$ cat config.mk
export PLATFORM = sky130hd
export DESIGN_NAME = ordered_value_list_store
export DESIGN_NICKNAME = d
export VERILOG_FILES = /design/src/rtl/ovls_pkg.sv /design/src/rtl/ovls_ctrl.sv /design/src/rtl/ovls_dp.sv /design/src/rtl/ordered_value_list_store.sv
export SDC_FILE = /design/constraint.sdc
export NUM_CORES = 1
export LEC_CHECK = 0
export ABC_CLOCK_PERIOD_IN_PS = 3300
export BUFFER_PORTS_ARGS = -buffer_cell sky130_fd_sc_hd__clkbuf_2
export CELL_PAD_IN_SITES_DETAIL_PLACEMENT = 0
export CELL_PAD_IN_SITES_GLOBAL_PLACEMENT = 1
export CORE_MARGIN = 8
export CORE_UTILIZATION = 47
export CTS_BUF_LIST = sky130_fd_sc_hd__clkbuf_8 sky130_fd_sc_hd__clkbuf_16
export DETAILED_ROUTE_END_ITERATION = 6
export GPL_ROUTABILITY_DRIVEN = 0
export GPL_TIMING_DRIVEN = 0
export HOLD_SLACK_MARGIN = 0.12
export PLACE_DENSITY = 0.82
export SYNTH_ARGS = -nofsm -noshare
export SYNTH_HDL_FRONTEND = slang
export SYNTH_SLANG_ARGS = --single-unit
$ cat constraint.sdc
create_clock -name clk -period 3.3 [get_ports clk]
set_input_delay 0.66 -clock clk [delete_from_list [all_inputs] [get_ports clk]]
set_output_delay 0.66 -clock clk [all_outputs]
set_load 0.05 [all_outputs]
$ cat src/rtl/ovls_pkg.sv
package ovls_pkg;

    localparam int DEPTH_DEFAULT = 16;
    localparam int DATA_W = 32;

    typedef enum logic [1:0] {
        OP_APPEND,
        OP_DELETE,
        OP_SEARCH,
        OP_DUMP
    } op_t;

    typedef enum logic [1:0] {
        ST_OK,
        ST_NOTFOUND,
        ST_FULL,
        ST_EMPTY
    } status_t;

    // Commands from the controller to the datapath.
    typedef struct packed {
        logic    load;
        logic    idx_inc;
        logic    append_wr;
        logic    shift_wr;
        logic    count_inc;
        logic    count_dec;
        logic    emit;
        logic    emit_dump;
        status_t code;
    } ovls_cmd_t;

    // Status from the datapath to the controller.
    typedef struct packed {
        op_t  op;
        logic full;
        logic empty;
        logic hit;
        logic at_last;
        logic at_end;
        logic out_free;
    } ovls_stat_t;

endpackage

$ cat src/rtl/ovls_ctrl.sv
module ovls_ctrl
    import ovls_pkg::*;
(
    input  logic       clk,
    input  logic       rst_n,
    input  logic       req_valid,
    output logic       req_ready,
    input  ovls_stat_t stat,
    output ovls_cmd_t  cmd
);

    typedef enum logic [2:0] {
        S_IDLE,
        S_DISPATCH,
        S_SCAN,
        S_SHIFT,
        S_DUMP
    } state_t;

    state_t state_reg;
    state_t state_next;

    always_ff @(posedge clk or negedge rst_n)
    begin
        if (!rst_n)
        begin
            state_reg <= S_IDLE;
        end
        else
        begin
            state_reg <= state_next;
        end
    end

    assign req_ready = (state_reg == S_IDLE);

    always_comb
    begin
        state_next = state_reg;
        cmd        = '0;
        cmd.code   = ST_OK;
        case (state_reg)
            S_IDLE:
            begin
                if (req_valid)
                begin
                    cmd.load   = 1'b1;
                    state_next = S_DISPATCH;
                end
            end
            S_DISPATCH:
            begin
                if (stat.op == OP_APPEND)
                begin
                    if (stat.out_free)
                    begin
                        cmd.emit = 1'b1;
                        if (stat.full)
                        begin
                            cmd.code = ST_FULL;
                        end
                        else
                        begin
                            cmd.append_wr = 1'b1;
                            cmd.count_inc = 1'b1;
                        end
                        state_next = S_IDLE;
                    end
                end
                else if (stat.empty)
                begin
                    if (stat.out_free)
                    begin
                        cmd.emit   = 1'b1;
                        cmd.code   = ST_EMPTY;
                        state_next = S_IDLE;
                    end
                end
                else if (stat.op == OP_DUMP)
                begin
                    state_next = S_DUMP;
                end
                else
                begin
                    state_next = S_SCAN;
                end
            end
            S_SCAN:
            begin
                if (stat.hit)
                begin
                    if (stat.op == OP_DELETE)
                    begin
                        // Start closing the gap from the entry after the match.
                        cmd.idx_inc = 1'b1;
                        state_next  = S_SHIFT;
                    end
                    else if (stat.out_free)
                    begin
                        cmd.emit   = 1'b1;
                        state_next = S_IDLE;
                    end
                end
                else if (stat.at_last)
                begin
                    if (stat.out_free)
                    begin
                        cmd.emit   = 1'b1;
                        cmd.code   = ST_NOTFOUND;
                        state_next = S_IDLE;
                    end
                end
                else
                begin
                    cmd.idx_inc = 1'b1;
                end
            end
            S_SHIFT:
            begin
                if (stat.at_end)
                begin
                    if (stat.out_free)
                    begin
                        cmd.emit      = 1'b1;
                        cmd.count_dec = 1'b1;
                        state_next    = S_IDLE;
                    end
                end
                else
                begin
                    cmd.shift_wr = 1'b1;
                    cmd.idx_inc  = 1'b1;
                end
            end
            S_DUMP:
            begin
                if (stat.out_free)
                begin
                    cmd.emit      = 1'b1;
                    cmd.emit_dump = 1'b1;
                    if (stat.at_last)
                    begin
                        state_next = S_IDLE;
                    end
                    else
                    begin
                        cmd.idx_inc = 1'b1;
                    end
                end
            end
            default:
            begin
                state_next = S_IDLE;
            end
        endcase
    end

endmodule

$ cat src/rtl/ovls_dp.sv
module ovls_dp
    import ovls_pkg::*;
#(
    parameter int DEPTH = DEPTH_DEFAULT
)
(
    input  logic                     clk,
    input  logic                     rst_n,
    input  logic [1:0]               op,
    input  logic signed [DATA_W-1:0] value,
    input  ovls_cmd_t                cmd,
    output ovls_stat_t               stat,
    output logic                     rsp_valid,
    input  logic                     rsp_ready,
    output logic [1:0]               status,
    output logic signed [DATA_W-1:0] item,
    output logic                     last
);

    localparam int AW = $clog2(DEPTH);
    localparam int CW = $clog2(DEPTH + 1);

    logic signed [DATA_W-1:0] mem [DEPTH];
    logic signed [DATA_W-1:0] rd_data_reg;

    op_t                      op_reg;
    logic signed [DATA_W-1:0] value_reg;
    logic [CW-1:0]            count_reg;
    logic [CW-1:0]            idx_reg;
    logic [CW-1:0]            idx_next;
    logic [CW-1:0]            idx_prev;
    logic [CW-1:0]            idx_succ;

    logic                     out_valid_reg;
    status_t                  status_reg;
    logic signed [DATA_W-1:0] item_reg;
    logic                     last_reg;

    logic                     wr_en;
    logic [AW-1:0]            wr_addr;
    logic signed [DATA_W-1:0] wr_data;

    assign idx_succ = idx_reg + CW'(1);
    assign idx_prev = idx_reg - CW'(1);

    always_comb
    begin
        if (cmd.load)
        begin
            idx_next = '0;
        end
        else if (cmd.idx_inc)
        begin
            idx_next = idx_succ;
        end
        else
        begin
            idx_next = idx_reg;
        end
    end

    // The read address follows the next index, so the read data always holds
    // the entry at the current index.
    assign wr_en   = cmd.append_wr | cmd.shift_wr;
    assign wr_addr = cmd.append_wr ? count_reg[AW-1:0] : idx_prev[AW-1:0];
    assign wr_data = cmd.append_wr ? value_reg : rd_data_reg;

    always_ff @(posedge clk)
    begin
        if (wr_en)
        begin
            mem[wr_addr] <= wr_data;
        end
        rd_data_reg <= mem[idx_next[AW-1:0]];
    end

    always_ff @(posedge clk or negedge rst_n)
    begin
        if (!rst_n)
        begin
            count_reg     <= '0;
            idx_reg       <= '0;
            out_valid_reg <= 1'b0;
        end
        else
        begin
            idx_reg <= idx_next;
            if (cmd.count_inc)
            begin
                count_reg <= count_reg + CW'(1);
            end
            else if (cmd.count_dec)
            begin
                count_reg <= count_reg - CW'(1);
            end
            if (cmd.emit)
            begin
                out_valid_reg <= 1'b1;
            end
            else if (rsp_ready)
            begin
                out_valid_reg <= 1'b0;
            end
        end
    end

    always_ff @(posedge clk)
    begin
        if (cmd.load)
        begin
            op_reg    <= op_t'(op);
            value_reg <= value;
        end
        if (cmd.emit)
        begin
            status_reg <= cmd.code;
            item_reg   <= cmd.emit_dump ? rd_data_reg : '0;
            last_reg   <= cmd.emit_dump ? (idx_succ == count_reg) : 1'b1;
        end
    end

    assign stat.op       = op_reg;
    assign stat.full     = (count_reg == CW'(DEPTH));
    assign stat.empty    = (count_reg == '0);
    assign stat.hit      = (rd_data_reg == value_reg);
    assign stat.at_last  = (idx_succ == count_reg);
    assign stat.at_end   = (idx_reg == count_reg);
    assign stat.out_free = !out_valid_reg || rsp_ready;

    assign rsp_valid = out_valid_reg;
    assign status    = status_reg;
    assign item      = item_reg;
    assign last      = last_reg;

endmodule

$ cat src/rtl/ordered_value_list_store.sv
// Append, and any request on an empty list, is answered from the dispatch state; search
// and delete walk the list one entry a cycle, and delete then closes the gap it leaves.
// Dump gives one result per cycle while its results are taken.
// One transaction is in work at a time: the next request is taken only once the result
// of the last one has been issued; a stalled result delays both the next result and request.
// Reset clears the entry count and the control state; entry storage needs no clearing.
module ordered_value_list_store
    import ovls_pkg::*;
#(
    parameter int DEPTH = DEPTH_DEFAULT
)
(
    input  logic                     clk,
    input  logic                     rst_n,
    input  logic                     req_valid,
    output logic                     req_ready,
    input  logic [1:0]               op,
    input  logic signed [DATA_W-1:0] value,
    output logic                     rsp_valid,
    input  logic                     rsp_ready,
    output logic [1:0]               status,
    output logic signed [DATA_W-1:0] item,
    output logic                     last
);

    ovls_cmd_t  cmd;
    ovls_stat_t stat;

    ovls_ctrl u_ctrl (
        .clk       (clk),
        .rst_n     (rst_n),
        .req_valid (req_valid),
        .req_ready (req_ready),
        .stat      (stat),
        .cmd       (cmd)
    );

    ovls_dp #(
        .DEPTH (DEPTH)
    ) u_dp (
        .clk       (clk),
        .rst_n     (rst_n),
        .op        (op),
        .value     (value),
        .cmd       (cmd),
        .stat      (stat),
        .rsp_valid (rsp_valid),
        .rsp_ready (rsp_ready),
        .status    (status),
        .item      (item),
        .last      (last)
    );

endmodule

Yosys cells after proc, flatten, opt, wreduce, memory -nomap -nowiden
Memory sizes are Yosys's and may differ from the RTL's. A register that Yosys moved wholly into a read port is not among the register bits.
Cells that the tools add are included.
{"block": "totals", "mem_bits_rw": 512, "in_bits": 38, "n_memories": 1, "output_inout_bits": 37, "regBits": 83, "wordCells": 94}
{"memory": "u_dp.mem", "words": 16, "word_bits": 32, "read_ports": 1, "rd_ports_with_merged_regs": 1, "wr": 1, "line_no": "ovls_dp.sv:23", "text": "logic signed [DATA_W-1:0] mem [DEPTH];"}
{"block": "op_classes", "addsub": 4, "reduce_logical": 9, "bitwise": 1, "eq_ne": 15, "muxes": 54}
{"cell": "$mux 3", "n": 11}
{"cell": "$eq 32x32->1", "n": 1}
{"cell": "$mux 32", "n": 1}
{"cell": "$mux 1", "n": 25}
{"cell": "$mux 5", "n": 4}
{"cell": "$mux 2", "n": 8}
{"cell": "$pmux 3 s5", "n": 1}
{"cell": "$add 5x1->5 const B", "n": 2}
{"cell": "$eq 5x5->1", "n": 2}
{"cell": "$ne 2x2->1 const B", "n": 4}
{"cell": "$eq 3x2->1 const B", "n": 2}
{"cell": "$reduce_bool 2->1", "n": 3}
{"cell": "$eq 5x5->1 const B", "n": 1}
{"cell": "$logic_not 5->1", "n": 1}
{"cell": "$reduce_and 5->1", "n": 1}
{"cell": "$sub 5x1->5 const B", "n": 1}
{"cell": "$mux 4", "n": 1}
{"cell": "$pmux 1 s4", "n": 1}
{"cell": "$pmux 2 s2", "n": 1}
{"cell": "$sub 4x1->4 const B", "n": 1}
{"cell": "$eq 3x1->1 const B", "n": 1}
{"cell": "$eq 3x3->1 const B", "n": 1}
{"cell": "$logic_not 3->1", "n": 1}
{"cell": "$ne 3x3->1 const B", "n": 1}
{"cell": "7 further kinds", "n": 7}

Longest topological paths before layout
Gate-level depths: netlist of run 1.
{"block": "logic_depth", "ltp_word": 8, "mapped_depth": 19, "ltp_nobuf": 13}

By module
A second synthesis of run 1 with hierarchy kept.
{"block": "unflattened", "cells_unflattened": 2340, "area_unflattened_um2": 28641.2}
{"module": "ovls_dp", "n_inst": 1, "cells_each": 2286, "area_per_inst_um2": 28233.3}
{"module": "ovls_ctrl", "n_inst": 1, "cells_each": 54, "area_per_inst_um2": 407.9}

Worst setup path before layout of run 1
OpenSTA, ideal clock, no wires.
{"block": "synth_timing", "path_kind": "register to register", "from": "register u_ctrl.state_reg[1]", "to": "register u_dp.rd_data_reg[21], read port of u_dp.mem", "arrival_ns": 4.070, "setup_ns": 0.116, "stages_incl_launch_ff": 11, "path_slack_ns": -0.886, "path_cell_list": "dfrtp_1 > nor3_1 > nand2_1 > inv_1 > nor2_1 > o2111ai_1 > nand3_1 > nor2_1 > clkbuf_1 > a32oi_1 > a31o_1"}
{"element": "start, declared", "line_no": "ovls_ctrl.sv:20", "text": "state_t state_reg;"}
{"element": "start signal, assigned", "line_no": "ovls_ctrl.sv:31", "text": "state_reg <= state_next;"}
{"element": "end, declared", "line_no": "ovls_dp.sv:24", "text": "logic signed [DATA_W-1:0] rd_data_reg;"}

Worst setup path in the final report of run 1
{"block": "layout_timing", "from": "register u_dp.value_reg[26]", "to": "register u_dp.rd_data_reg[13], read port of u_dp.mem"}
{"block": "layout_between", "elab_chain_cells": 5}
{"element": "start, declared", "line_no": "ovls_dp.sv:27", "text": "logic signed [DATA_W-1:0] value_reg;"}
{"element": "start signal, assigned", "line_no": "ovls_dp.sv:112", "text": "value_reg <= value;"}
{"element": "$eq 32x32->1", "line_no": "ovls_dp.sv:125", "text": "assign stat.hit = (rd_data_reg == value_reg);"}
{"element": "$mux 1", "line_no": "ovls_ctrl.sv:90", "text": "if (stat.hit)"}
{"element": "$pmux 1 s3", "line_no": "ovls_ctrl.sv:42", "text": "case (state_reg)"}
{"element": "$mux 5", "line_no": "ovls_dp.sv:52", "text": "else if (cmd.idx_inc)"}
{"element": "$mux 5", "line_no": "ovls_dp.sv:48", "text": "if (cmd.load)"}
Every way passes these cells. The select of a mux whose other input is x is not followed.
A chain may end at the register's enable or synchronous reset.

==> metrics.md, run 1 <==
| Metric | Value |
|---|---|
| Status | `complete, but fails checks` |
| Failing checks | `negative setup slack` |
| Num rows | `84` |
| Max_cap viols | `0` |
| Post-synthesis cell count | `between 1,500 and 2,000` |
| Number of flip-flops in the largest register | `just over 500` |
| Nets | `1,843` |
| Synth warn | `0` |
| Worst slew pin tran | `1.11 ns` |
| Initial Util | `between 40% and 50%` |
| Hold Path Class | `primary input to register` |
| WL per Instance | `around 28 um` |
| CP Launch Type | `register` |
| CTS max path bufs | `3` |
| Post-Syn Area | `between 0.02 and 0.03 mm^2` |
| Final core utilization | `between 50 and 60%` |
| Endpoints failing setup | `32` |
| Setup CP Type | `register to register` |
| Count of state elements after synthesis | `roughly 630` |
| Fmax | `roughly 270 MHz` |
| CTS tree | `done` |
| GRT Resource Usage Total | `between 20% and 30%` |
| Number of synthesized flops with an enable pin | `581` |
| Die height | `247 um` |
| Worst reg-to-reg setup slack | `-0.47 ns` |
| Post-DR vias/cell | `6.05` |
| Layout Cell Area excl Fill | `0.0306 mm^2` |
| Final WS setup | `-0.472 ns` |
| Period minus WS final | `~3.8 ns` |
| Antenna violations before repair | `1` |
| Post-DP Area | `0.0269 mm^2` |
| First-pass GRT wire length | `between 100,000 and 150,000 um` |
| Clock transition at path regs | `0.06 ns` |
| Largest reg by FF count | `u_dp.mem` |
| Die width | `between 200 and 250 um` |
| Clock sink count | `about 630` |
| Die Footprint | `0.0611 mm^2` |
| Clock Tree Root | `clkbuf_16` |
| Num CTS Buffers | `61` |
| RSZ-0062 raised after global routing | `true` |
| Hold_ws | `0.205 ns` |
| Clk Latency, worst-skew pair | `between 0.6 and 0.7 ns` |
| Routed Antenna Nets | `0` |
| # DRC | `0` |
| Vias in the first global route | `15,300` |
| Clock Skews | `roughly 0.032 ns` |
| DRT iter0 DRCs | `between 1,500 and 2,000` |
| Crit-path max FO | `10` |
| Post-DP HPWL | `approximately 42,000 um` |
| Area Overhead vs Synth | `22.0%` |
| Port bufs | `74` |
| Core area | `~0.053 mm^2` |
| GRT Residual Overflow | `0` |
| Crit share post-route | `114%` |
| Commonest register cell after synthesis | `edfxtp_1` |
| Syn Nets | `1,656` |
| Detailed Route WL | `~70,000 um` |
| Post-synth cell types | `66` |
| Final max-slew violation count | `0` |
| Largest net degree at the start of global routing | `23` |
| Post-synth ARST share | `under 10%` |
| Seq/Total Area, Yosys | `73.4%` |
| I/O pin cnt | `75` |
| CP Data Arrival Time | `between 4 and 5 ns` |
| Relative slew slack | `25.8%` |
| Setup WS pre-CTS | `-1.74 ns` |
| Fin. Hold Viols | `0` |
| H-Tree Depth | `2` |
| First-pass iteration count of the detailed router | `7` |
| CP Data Required Time | `just under 4 ns` |
| Syn_area_per_cell | `~16 um^2` |
| Crit end category | `register` |
| Layout cell share with drive strength beyond 1 | `26.2%` |
| Via count | `15,400` |
critical path, cell delays in order (launching register included):
cell and delay, ns:
edfxtp_1 0.48, xnor2_4 0.28, nand4_1 0.42, nor4_4 0.29, buf_4 0.20, a31oi_2 0.12
o211a_1 0.16, buf_6 0.15, o21a_1 0.20, o21ai_4 0.25, inv_2 0.14, or2_2 0.35
clkbuf_4 0.26, o32ai_2 0.21, a31o_1 0.18
cells in the final DEF (no fill, tap or decap), types with 14 or more instances in the layout:
| master | count |
|---|---|
| edfxtp_1 | 581 |
| nand2_1 | 239 |
| mux2i_1 | 122 |
| and2_1 | 89 |
| clkbuf_2 | 85 |
| clkbuf_16 | 66 |
| a32oi_1 | 59 |
| a211oi_2 | 45 |
| xnor2_1 | 38 |
| a31o_1 | 32 |
| buf_12 | 32 |
| dfxtp_1 | 32 |
| buf_4 | 31 |
| mux2_2 | 29 |
| o32ai_2 | 22 |
| buf_6 | 20 |
| nor2_1 | 18 |
| nor2_4 | 18 |
| clkbuf_8 | 15 |
| a21oi_1 | 15 |
| inv_1 | 14 |
final cells by class:
class	count	area, um^2
antenna	1	2.50
buffer	91	935
clock buffer	67	1610
clock inverter	46	445
fill	3819	22000
inverter	10	48.8
multi-input combinational	881	7040
sequential	627	18400
tap	688	861
timing repair buffer	125	1220
timing repair inverter	2	12.5
synth_stat cells, types with 9 or more instances:
master    number  area [um^2]
a211oi_1      61          458
a31o_1        32          280
buf_2         29          145
a21oi_1       15         75.1
o32ai_1       31          272
edfxtp_1     581        17400
clkbuf_1      41          154
nor2_1        36          135
buf_4         11         82.6
and2_1        93          582
nand4_1        9         56.3
dfxtp_1       32          641
nand2_1      241          905
dfrtp_1       14          350
xnor2_1       43          377
a32oi_1       63          552
mux2i_1      129         1290
mux2_2        32          360
nor3_1        13         65.1
metrics by stage:
| stage | std cells | setup TNS, ns |
|---|---|---|
| after global placement | 2374 | -1437.27 |
| after CTS | 2534 | -12.88 |
| after global routing | 2537 | -15.10 |
| final | 2538 | -12.98 |
| after floorplan | 1612 | -144.24 |
| after detailed placement | 2391 | -536.66 |
cells by family after synthesis:
family	count (synthesis)	share of synthesized area [%]
DFF	627	73.4
and+or+nand+nor	425	7.88
AOI/OAI and AO/OA	237	7.66
muxes	163	6.73
buffers and inverters	105	2.22
xor gates and xnor gates	49	1.74
adders and majority gates	6	0.329
worst paths after layout:
path	from	to	depth (start not counted)
min reg2reg	u_dp.rd_data_reg[5]	u_dp.item[5]	1
min	value[1]	u_dp.value_reg[1]	1
max in group asynchronous	rst_n	u_ctrl.state_reg[0]	2
max reg2reg	u_dp.value_reg[26]	u_dp.rd_data_reg[13]	14
max	u_dp.value_reg[26]	u_dp.rd_data_reg[13]	14
min in group asynchronous	rst_n	u_dp.idx_reg[3]	2
layer usage:
layer | track usage, % | up-vias | share of wire (%)
met1 | 29.1 | 7645 | 38
met2 | 35.3 | 961 | 46
li1 | - | 6565 | -
met5 | 0 | - | 0
met3 | 5.75 | 183 | 11
met4 | 10.2 | 0 | 4.8
what timing repair did:
item / CTS / global route
setup buffers: 29 / 1
pin swaps: 37 / 15
setup endpoints to repair: 1053 / 472
gates cloned: 4 / 2
endpoints found under the hold margin: 14 / 0
hold buffers: 1 / 0
resized for setup: 226 / 65
Power of run 1 is left out: the tool's default activity adds up to more than one toggle a clock period on the data nets, which glitch-free logic cannot reach.
==> run 2: changes to the inputs <==
Settings changed: SETUP_SLACK_MARGIN set to 0.2.
==> metrics.md, run 2 (same netlist as run 1, synthesis figures left out) <==
| Metric | Value |
|---|---|
| Layout cell share with drive strength beyond 1 | `around a quarter` |
| Reg2reg path depth | `14` |
| Die width | `247 um` |
| Crit-path max FO | `10` |
| Port bufs | `74` |
| Endpoints failing setup | `32` |
| Failing checks | `negative setup slack` |
| Final max-slew violation count | `0` |
| I/O pin cnt | `75` |
| Core area | `about 0.053 mm^2` |
| Setup TNS | `-11.60 ns` |
| Num CTS Buffers | `between 60 and 70` |
| WL per Instance | `between 20 and 30 um` |
| FF-to-FF Start | `u_dp.value_reg[26]` |
| Hold path start | `value[2]` |
| Max_cap viols | `0` |
| Fillcell total | `3,817` |
| RSZ-0062 raised after global routing | `true` |
| Initial Util | `~48%` |
| Hold EP | `u_dp.value_reg[2]` |
| Crit share post-route | `113%` |
| Commonest non-fill, non-tap cell in the layout | `edfxtp_1` |
| Setup WS pre-CTS | `-1.57 ns` |
| GRT Resource Usage Total | `between 20% and 30%` |
| Commonest non-fill, non-tap cells in the layout | `edfxtp_1 (581), nand2_1 (238), mux2i_1 (124)` |
| Largest reg by FF count | `u_dp.mem` |
| Final core utilization | `just under 60%` |
| Hold Path Stages | `1` |
| Post-DP Area | `approximately 0.027 mm^2` |
| Relative slew slack | `between 20% and 30%` |
| N_diodes | `0` |
| DRT iter0 DRCs | `1,799` |
| Vias in the first global route | `between 15,000 and 20,000` |
| Crit end category | `register` |
| Worst slew pin tran | `roughly 1.1 ns` |
| Via count | `between 15,000 and 20,000` |
| Routed Antenna Nets | `0` |
| CP Data Arrival Time | `about 4.2 ns` |
| Antenna violations before repair | `1` |
| Largest net degree at the start of global routing | `25` |
| Status | `complete, but fails checks` |
| Clock Skews | `0.0252 ns` |
| CP Launch Type | `register` |
| Clk Latency, worst-skew pair | `approximately 0.63 ns` |
| Final WS setup | `-0.416 ns` |
| Detailed Route WL | `68,500 um` |
| Post-DP HPWL | `approximately 42,000 um` |
| Die height | `between 200 and 250 um` |
| Fmax | `269 MHz` |
| Setup CP Type | `register to register` |
| CP Data Required Time | `about 3.8 ns` |
| # DRC | `0` |
| Hold Path Class | `primary input to register` |
| Clock Tree Root | `clkbuf_16` |
| H-Tree Depth | `2` |
| Area Overhead vs Synth | `21.3%` |
| Fin. Hold Viols | `0` |
| CTS max path bufs | `3` |
| RR Endpoint | `u_dp.rd_data_reg[9]` |
| First-pass iteration count of the detailed router | `6` |
| Clock sink count | `roughly 630` |
| Layout Cell Area excl Fill | `around 0.03 mm^2` |
| Worst reg-to-reg setup slack | `-0.42 ns` |
| Num rows | `84` |
| Number of flip-flops in the largest register | `~510` |
| Period minus WS final | `~3.7 ns` |
| GRT Residual Overflow | `0` |
| Post-DR vias/cell | `around 6.0` |
| Die Footprint | `0.0611 mm^2` |
| First-pass GRT wire length | `99,600 um` |
| Nets | `approximately 1,800` |
| CTS tree | `done` |
| Clock transition at path regs | `approximately 0.060 ns` |
==> run 2: changes by cell type in the layout (fill, tap and decap cells not counted), moves of 3 or more <==
cell / previous run / this run
clkinv_1: 11 / 16
xnor2_1: 38 / 35
clkbuf_2: 85 / 88
clkbuf_4: 5 / 13
mux2_4: 5 / 8
and2_1: 89 / 92
clkbuf_16: 66 / 62
bufinv_16: 9 / 5
clkbuf_8: 15 / 12
mux2_2: 29 / 25
inv_1: 14 / 21
o32ai_2: 22 / 19
clkinv_2: 12 / 7
==> run 2: metrics by stage <==
stage               hold WS, ns  instances
floorplan                 0.364       1612
global placement          0.565       2374
detailed placement        0.564       2391
CTS                       0.178       2535
global route              0.188       2538
finish                    0.204       2538
==> run 2: critical path: stages, from the launching register on <==
cell and delay [ns]:
edfxtp_1 0.48, xnor2_4 0.29, nand4_1 0.42, nor4_4 0.27
buf_4 0.19, a21o_1 0.13, o211a_1 0.15, buf_6 0.14
mux2_4 0.34, buf_12 0.16, clkbuf_4 0.19, and2_1 0.20
a211oi_2 0.29, o32ai_4 0.13, a31o_1 0.21
==> run 2: layout make-up <==
| class | count | area [um^2] | share of cell area (%) |
|---|---|---|---|
| Inverter | 10 | 48.8 | 0.160 |
| Timing Repair inverter | 2 | 12.5 | 0.0411 |
| Clock buffer | 64 | 1570 | 5.15 |
| Multi-Input combinational cell | 880 | 7060 | 23.2 |
| Clock inverter | 50 | 355 | 1.17 |
| Timing Repair Buffer | 122 | 1160 | 3.80 |
| Tap cell | 688 | 861 | 2.83 |
| Sequential cell | 627 | 18400 | 60.6 |
| Buffer | 95 | 943 | 3.10 |
==> run 2: what timing repair did <==
| action | in CTS | in global routing |
|---|---|---|
| buffers inserted | 27 | 2 |
| gates resized for setup | 242 | 54 |
| pin swaps | 47 | 5 |
| hold endpoints to repair | 14 | 0 |
| cloned | 2 | 1 |
| hold buffers | 1 | 0 |
| endpoints found under the setup margin | 1067 | 892 |
==> run 2: metal layers <==
| layer | GRT usage [%] | routed length, um | vias up |
|---|---|---|---|
| met1 | 29.1 | 26800 | 7593 |
| met4 | 8.87 | 2610 | 6 |
| li1 | - | - | 6559 |
| met5 | 0 | 88 | - |
| met3 | 4.67 | 6670 | 163 |
| met2 | 35.6 | 32300 | 872 |
==> run 2: worst max path at each step <==
stage	start	end	slack, ns
after CTS	u_dp.value_reg[26]	u_dp.rd_data_reg[28]	-0.33
after global placement	req_valid	u_dp.mem[13][12]	-2.86
final	u_dp.value_reg[26]	u_dp.rd_data_reg[9]	-0.42
after detailed placement	req_valid	u_dp.rd_data_reg[20]	-1.57
after floorplan	u_ctrl.state_reg[1]	u_dp.mem[5][0]	-0.32
after global routing	u_dp.idx_reg[0]	u_dp.rd_data_reg[22]	-0.46
Power of run 2 is left out for the same reason.
